[src/rtl/gmts_pkg.sv]
`default_nettype none
package gmts_pkg;

   localparam int MAX_LEVELS  = 16;
   localparam int LVL_W       = 4;
   localparam int TEXEL_DEPTH = 131072;
   localparam int ADDR_W      = 17;
   localparam int DIM_W       = 9;
   localparam int IDX_W       = 8;
   localparam int MAX_DIM     = 256;
   localparam int DIV_NUM_W   = 34;
   localparam int DIV_CNT_W   = 6;
   localparam int ACC_W       = 64;

   localparam logic [15:0] RAD_THRESH  = 16'd53020;
   localparam logic [15:0] INV_PHI_Q16 = 16'd40503;
   localparam logic [17:0] BLEND_GAIN  = 18'd212079;
   localparam logic [16:0] ONE_Q16     = 17'd65536;

   typedef enum logic [1:0] {
      CMD_WRITE_TEXEL = 2'd0,
      CMD_WRITE_LEVEL = 2'd1,
      CMD_SAMPLE      = 2'd2,
      CMD_NONE        = 2'd3
   } command_type;

   typedef enum logic [3:0] {
      ST_IDLE,
      ST_CHECK,
      ST_SEARCH,
      ST_WEIGHT,
      ST_LEVEL,
      ST_DIV,
      ST_MAP,
      ST_ADDR,
      ST_WFULL,
      ST_MUL,
      ST_ACC,
      ST_DONE
   } state_type;

   typedef struct packed {
      logic [1:0]  command;
      logic [3:0]  level;
      logic [16:0] address;
      logic [15:0] texel_red;
      logic [15:0] texel_green;
      logic [15:0] texel_blue;
      logic [8:0]  level_width;
      logic [8:0]  level_height;
      logic [15:0] sample_x;
      logic [15:0] sample_y;
      logic [15:0] radius;
   } req_payload_type;

   typedef struct packed {
      logic        ok;
      logic [15:0] out_red;
      logic [15:0] out_green;
      logic [15:0] out_blue;
   } rsp_payload_type;

   typedef struct packed {
      logic [ADDR_W-1:0] base;
      logic [DIM_W-1:0]  width;
      logic [DIM_W-1:0]  height;
   } level_desc_type;

endpackage
`default_nettype wire

[src/rtl/gmts_div.sv]
`default_nettype none
module gmts_div import gmts_pkg::*; (
   input  wire logic                 clock,
   input  wire logic                 reset,
   input  wire logic                 start,
   input  wire logic [DIV_NUM_W-1:0] num,
   input  wire logic [DIM_W-1:0]     den,
   output logic                      busy,
   output logic [DIV_NUM_W-1:0]      quot
);

   logic [DIV_NUM_W-1:0] quot_ff;
   logic [DIM_W-1:0]     rem_ff;
   logic [DIV_CNT_W-1:0] cnt_ff;
   logic                 busy_ff;
   logic [DIM_W:0]       trial;
   logic                 take;

   // trial subtract of one quotient bit
   always_comb begin
      trial = {rem_ff, quot_ff[DIV_NUM_W-1]};
      take  = trial >= {1'b0, den};
   end

   // control: count one bit per cycle
   always_ff @(posedge clock) begin
      if (reset) begin
         busy_ff <= 1'b0;
         cnt_ff  <= '0;
      end else if (start) begin
         busy_ff <= 1'b1;
         cnt_ff  <= DIV_CNT_W'(DIV_NUM_W);
      end else if (busy_ff) begin
         cnt_ff <= cnt_ff - 1'b1;
         if (cnt_ff == DIV_CNT_W'(1)) begin
            busy_ff <= 1'b0;
         end
      end
   end

   // datapath: shift numerator out, quotient in
   always_ff @(posedge clock) begin
      if (start) begin
         quot_ff <= num;
         rem_ff  <= '0;
      end else if (busy_ff) begin
         quot_ff <= {quot_ff[DIV_NUM_W-2:0], take};
         rem_ff  <= take ? DIM_W'(trial - {1'b0, den}) : trial[DIM_W-1:0];
      end
   end

   assign busy = busy_ff;
   assign quot = quot_ff;

endmodule
`default_nettype wire

[config.mk]
export PLATFORM = sky130hd
export DESIGN_NAME = gmts_div
export DESIGN_NICKNAME = d
export VERILOG_FILES = /design/src/rtl/gmts_pkg.sv /design/src/rtl/gmts_div.sv
export SDC_FILE = /design/constraint.sdc
export NUM_CORES = 1
export LEC_CHECK = 0
export ABC_CLOCK_PERIOD_IN_PS = 3070
export BUFFER_PORTS_ARGS = -buffer_cell sky130_fd_sc_hd__clkbuf_2
export CAP_MARGIN = 40
export CORE_MARGIN = 2
export CORE_UTILIZATION = 50
export CTS_CLUSTER_SIZE = 20
export DETAILED_ROUTE_END_ITERATION = 12
export PLACE_DENSITY = 0.89
export SLEW_MARGIN = 20
export SYNTH_ARGS = -nofsm -noshare
export SYNTH_HDL_FRONTEND = slang
export SYNTH_SLANG_ARGS = --single-unit
[constraint.sdc]
create_clock -name clock -period 3.07 [get_ports clock]
set_clock_uncertainty 0.05 [all_clocks]
set_input_delay 0.4605 -clock clock [delete_from_list [all_inputs] [get_ports clock]]
set_output_delay 0.4605 -clock clock [all_outputs]
set_load 0.02 [all_outputs]
=== Yosys cells after proc, flatten, opt, wreduce, memory -nomap -nowiden ===
Cells that the tools add are included.

* Add/subtract/negate cells: 2
* $lt $le $gt $ge: 1
* Equality and inequality tests: 1
* Muxes and demuxes: 8
* Reduce and logical (&&, ||, !) cells: 2

{| class="wikitable"
|+ Operators with widths
! operator !! number
|-
| $mux W34 || 2
|-
| $mux W6 || 2
|-
| $ge A10 B9 Y1 || 1
|-
| $mux W9 || 1
|-
| $sub A9 B9 Y9 || 1
|-
| $eq A6 B1 Y1 const B || 1
|-
| $sub A6 B1 Y6 const B || 1
|-
| $mux W1 || 3
|-
| $reduce_bool A2 Y1 || 1
|-
| $reduce_or A2 Y1 || 1
|}

* Register bits: 50
* Word-level logic and storage cells: 19

=== Longest topological paths before layout ===
* Word-level depth: 4
* Depth in mapped cells: 9

=== Least setup slack after synthesis ===
Ideal clock, no wire load.

* Path type: register to register
* Start point: register quot_ff[33] (netlist: quot[33])
* End point: register quot_ff[0] (netlist: quot[0]) (data pin)
* Setup time: 0.260 ns
* Arrival: 2.183 ns
* Slack: 0.578 ns
* Stages on the path, launching flop included: 9
* Path buffers: 0
* Cell sequence: edfxtp_1 inv_1 ha_1 inv_1 fa_1 a211oi_2 o21a_1 o211ai_2 mux2_2

* Longest elaborated chain between the ends: 3

{| class="wikitable"
|+ RTL lines
! element !! RTL line !! RTL
|-
| from (decl) || gmts_div.sv:12 || <nowiki>logic [DIV_NUM_W-1:0] quot_ff;</nowiki>
|-
| from (signal assigned) || gmts_div.sv:44 || <nowiki>quot_ff <= num;</nowiki>
|-
| from (signal assigned) || gmts_div.sv:47 || <nowiki>quot_ff <= {quot_ff[DIV_NUM_W-2:0], take};</nowiki>
|-
| $ge A10 B9 Y1 || gmts_div.sv:22 || <nowiki>take = trial >= {1'b0, den};</nowiki>
|-
| $mux W34 || gmts_div.sv:46 || <nowiki>end else if (busy_ff) begin</nowiki>
|-
| $mux W34 || gmts_div.sv:43 || <nowiki>if (start) begin</nowiki>
|}

No other way between the ends. The select of a mux whose other input is x is not followed.
A chain may end at the register's enable or synchronous reset.

=== Worst setup path in the final report ===
* Start point: register quot_ff[33] (netlist: quot[33])
* End point: register rem_ff[0]

* Longest elaborated chain between the ends: 2
* Elaborated cells between the ends (all ways): 3
* Those cells by class: 1 x add/sub; 1 x order compare; 1 x mux

{| class="wikitable"
|+ RTL lines
! element !! RTL line !! RTL
|-
| $sub A9 B9 Y9 or $ge A10 B9 Y1 (tied branches) || gmts_div.sv:48, gmts_div.sv:22 ||
|-
| $mux W9 (*) || gmts_div.sv:48 || <nowiki>rem_ff <= take ? DIM_W'(trial - {1'b0, den}) : trial[DIM_W-1:0];</nowiki>
|-
| to (signal assigned) || gmts_div.sv:48 ||
|-
| to (decl) || gmts_div.sv:13 || <nowiki>logic [DIM_W-1:0] rem_ff;</nowiki>
|}

Mark *: on every way between the ends. The rest lies on a longest branch, timed or not.

==> metrics.md <==
| Metric | Value |
|---|---|
| Initial antenna violation count | `0` |
| H-tree depth | `2` |
| Clk_lat worst skew | `310 ps` |
| Global-route usage over all layers | `19.8%` |
| Most common cell after layout, fill and taps aside | `clkbuf_2` |
| Post-synthesis adder-cell area fraction | `5.97%` |
| RR Startpoint | `quot[33]` |
| Syn_nets | `273` |
| Leak | `1.40 nW` |
| Fillers | `419` |
| RSZ-0062 raised after global routing | `false` |
| Worst hold start | `reset` |
| Synth Area in Compound Gates | `9.75%` |
| Hold Crit Class | `in2reg` |
| R2r worst-path depth | `9` |
| R2R Path End | `rem_ff[0]` |
| DR WL/cell | `15.3 um` |
| Site Rows | `26` |
| Global-route wire length before repair | `9180 um` |
| Core area | `5110 sq um` |
| Post-DRT Antenna Nets | `0` |
| Simple logic cell fraction of the synthesized area | `9.33%` |
| Synth Warn # | `0` |
| Setup TNS | `0 ps` |
| Worst Hold End | `cnt_ff[2]` |
| Syn Std Cell Area | `2640 sq um` |
| Power density over the cells | `564 nW/um^2` |
| Inserted Diodes | `0` |
| R2r setup slk | `470 ps` |
| Total chip power | `0.00182 W` |
| Starting DRC count in detailed routing | `105` |
| I/O pin count | `81` |
| Largest net degree at the start of global routing | `35` |
| Worst VDD drop | `0.330 mV` |
| Routability cong. | `0.899` |
| Register area | `1340 sq um` |
| DP Wirelength | `4160 um` |
| Avg Inst Size Synth | `12.3 sq um` |
| First drt pass iteration count | `4` |
| Post-synthesis sequential area ratio | `50.8%` |
| Cell area after layout | `3220 sq um` |
| # nets final | `354` |
| Status | `finished clean` |
| Clock Pin Slew Worst Setup and Hold Paths | `100 ps` |
| Mux contribution to synthesized area | `16.4%` |
| CTS sink cnt | `50` |
| Via density | `5.35` |
| Crit path DAT | `2770 ps` |
| Max Cap Viol | `0` |
| Largest family of logic cells by synthesized area | `multiplexers` |
| Vias | `1962` |
| Initial Utilization | `51.7%` |
| Commonest cells after routing, fill and taps aside | `clkbuf_2, mux2_2, edfxtp_1` |
| DRC | `0` |
| # hold bufs at CTS | `0` |
| Drt total wl | `5630 um` |
| Yosys reg bits | `50` |
| Slew HR | `46.9%` |
| Final period util | `84.6%` |
| Pre-CTS WS | `439 ps` |
| Post-synthesis cell count | `215` |
| Setup ws final | `471 ps` |
| IO Port Bufs | `80` |
| Final Core Density | `63.0%` |
| Worst slew pin tran | `796 ps` |
| Final slew viol count | `0` |
| Resize count post-CTS | `0` |
| Critical path fanouts, max | `9` |
| CTS tree | `done` |
| Die H | `76.7 um` |
| CP required | `3240 ps` |
| Hold path depth | `2` |
| Die W | `76.7 um` |
| Critical path launch point type | `flip-flop` |
| Post-place instance area | `3080 sq um` |
| F_max | `385 MHz` |
| Multi-input gate area | `1170 sq um` |
| Synth cell types | `43` |
| Area grow syn2layout | `21.8%` |
| Post-CTS setup repair buffer count | `0` |
| Max Buffers Root-to-Sink | `2` |
| Critical path type | `reg2reg` |
| Die ar. | `5880 sq um` |
| Post-synthesis xor/xnor area fraction | `2.98%` |
| Final Hold Viols | `0` |
| Layout cells sized above 1 | `44.8%` |
| Total gr overflow | `0` |
| CTS Buf Count | `5` |
| Critical path endpoint category | `flip-flop` |
| Vias in the first global route | `1992` |
| Fin crit period | `2600 ps` |
| Root buffer cell | `clkbuf_8` |
| # setup viols final | `0` |
cell type report:
type,count,share of cell area [%]
Clock buffer,5,2.14
Inverter,17,1.98
Sequential cell,50,41.7
Clock inverter,3,2.14
Multi-Input combinational cell,140,36.5
Timing Repair Buffer,82,12.9
Tap cell,70,2.72
worst max-delay path by stage:
| stage | cells past startpoint | startpoint | to |
|---|---|---|---|
| after floorplan | 8 | quot[33] | quot[0] |
| after global placement | 9 | den[0] | rem_ff[0] |
| after detailed placement | 9 | den[0] | rem_ff[0] |
| after CTS | 9 | quot[33] | rem_ff[0] |
| after global routing | 9 | quot[33] | rem_ff[0] |
| final | 9 | quot[33] | rem_ff[0] |
where the power goes:
group | internal [W] | switching (W) | total (W)
sequential | 0.000800 | 0.0000425 | 0.000842
combinational | 0.000178 | 0.000239 | 0.000417
clock | 0.000327 | 0.000232 | 0.000558
kinds of logic after synthesis:
group	count (synthesis)
xor gates and xnor gates	9
buffers and inverters	25
muxes	39
and+or+nand+nor	45
AOI/OAI and AO/OA	35
adders and majority gates	12
DFF	50
worst max-delay path, stage by stage (launching register included):
cell and delay, ps:
edfxtp_1 400, inv_1 100, ha_1 160, inv_1 50, fa_1 410, a211oi_2 310
o21a_1 280, o211ai_2 240, and3_2 300, a311oi_1 220
Yosys cell counts:
cell	number	area [sq um]
a211oi_1	4	30.0
edfxtp_1	34	1020
ha_1	11	138
mux2_2	34	383
xor2_1	5	43.8
and3_2	1	7.51
clkbuf_1	3	11.3
nor4b_1	1	8.76
o41ai_1	1	8.76
o221a_2	1	11.3
nand4b_2	1	15.0
o211ai_2	1	12.5
or2_2	1	6.26
a211oi_2	1	12.5
and2b_2	1	8.76
a21oi_1	10	50.1
buf_6	4	45.0
nand2b_1	1	6.26
o31ai_1	1	7.51
a311oi_1	4	35.0
buf_4	1	7.51
mux2i_1	5	50.1
nor3b_1	1	7.51
dfxtp_1	16	320
or2b_2	1	8.76
o211a_1	2	20.0
o21a_1	2	15.0
nand3_1	6	30.0
and4_1	1	8.76
o211ai_1	3	22.5
xnor2_1	4	35.0
nand2_1	7	26.3
o2111ai_1	1	8.76
nand4b_1	1	8.76
nor3_1	6	30.0
inv_1	17	63.8
nor2_1	13	48.8
nor4_1	1	6.26
o21ai_0	3	15.0
o311ai_0	1	8.76
or3_4	1	11.3
nand3b_1	1	7.51
fa_1	1	20.0
per-layer routing:
layer  vias to the layer above  wire (um)  track usage [%]
met5                         -          0                0
met4                         0        105             7.09
met3                        13        487             7.29
met2                        79       2570             31.6
met1                       906       2470             24.7
li1                        964          -                -
flip-flops by register name, summed over array words and instances (netlist names):
register,count
rem_ff,9
busy,1
quot,34
cnt_ff,6
per-stage QoR:
step,instances,hold slack [ps]
2_1_floorplan,215,409
3_3_place_gp,359,441
3_5_place_dp,359,451
4_1_cts,367,369
5_1_grt,367,389
6_report,367,375
(Power assumes the default switching activity.)
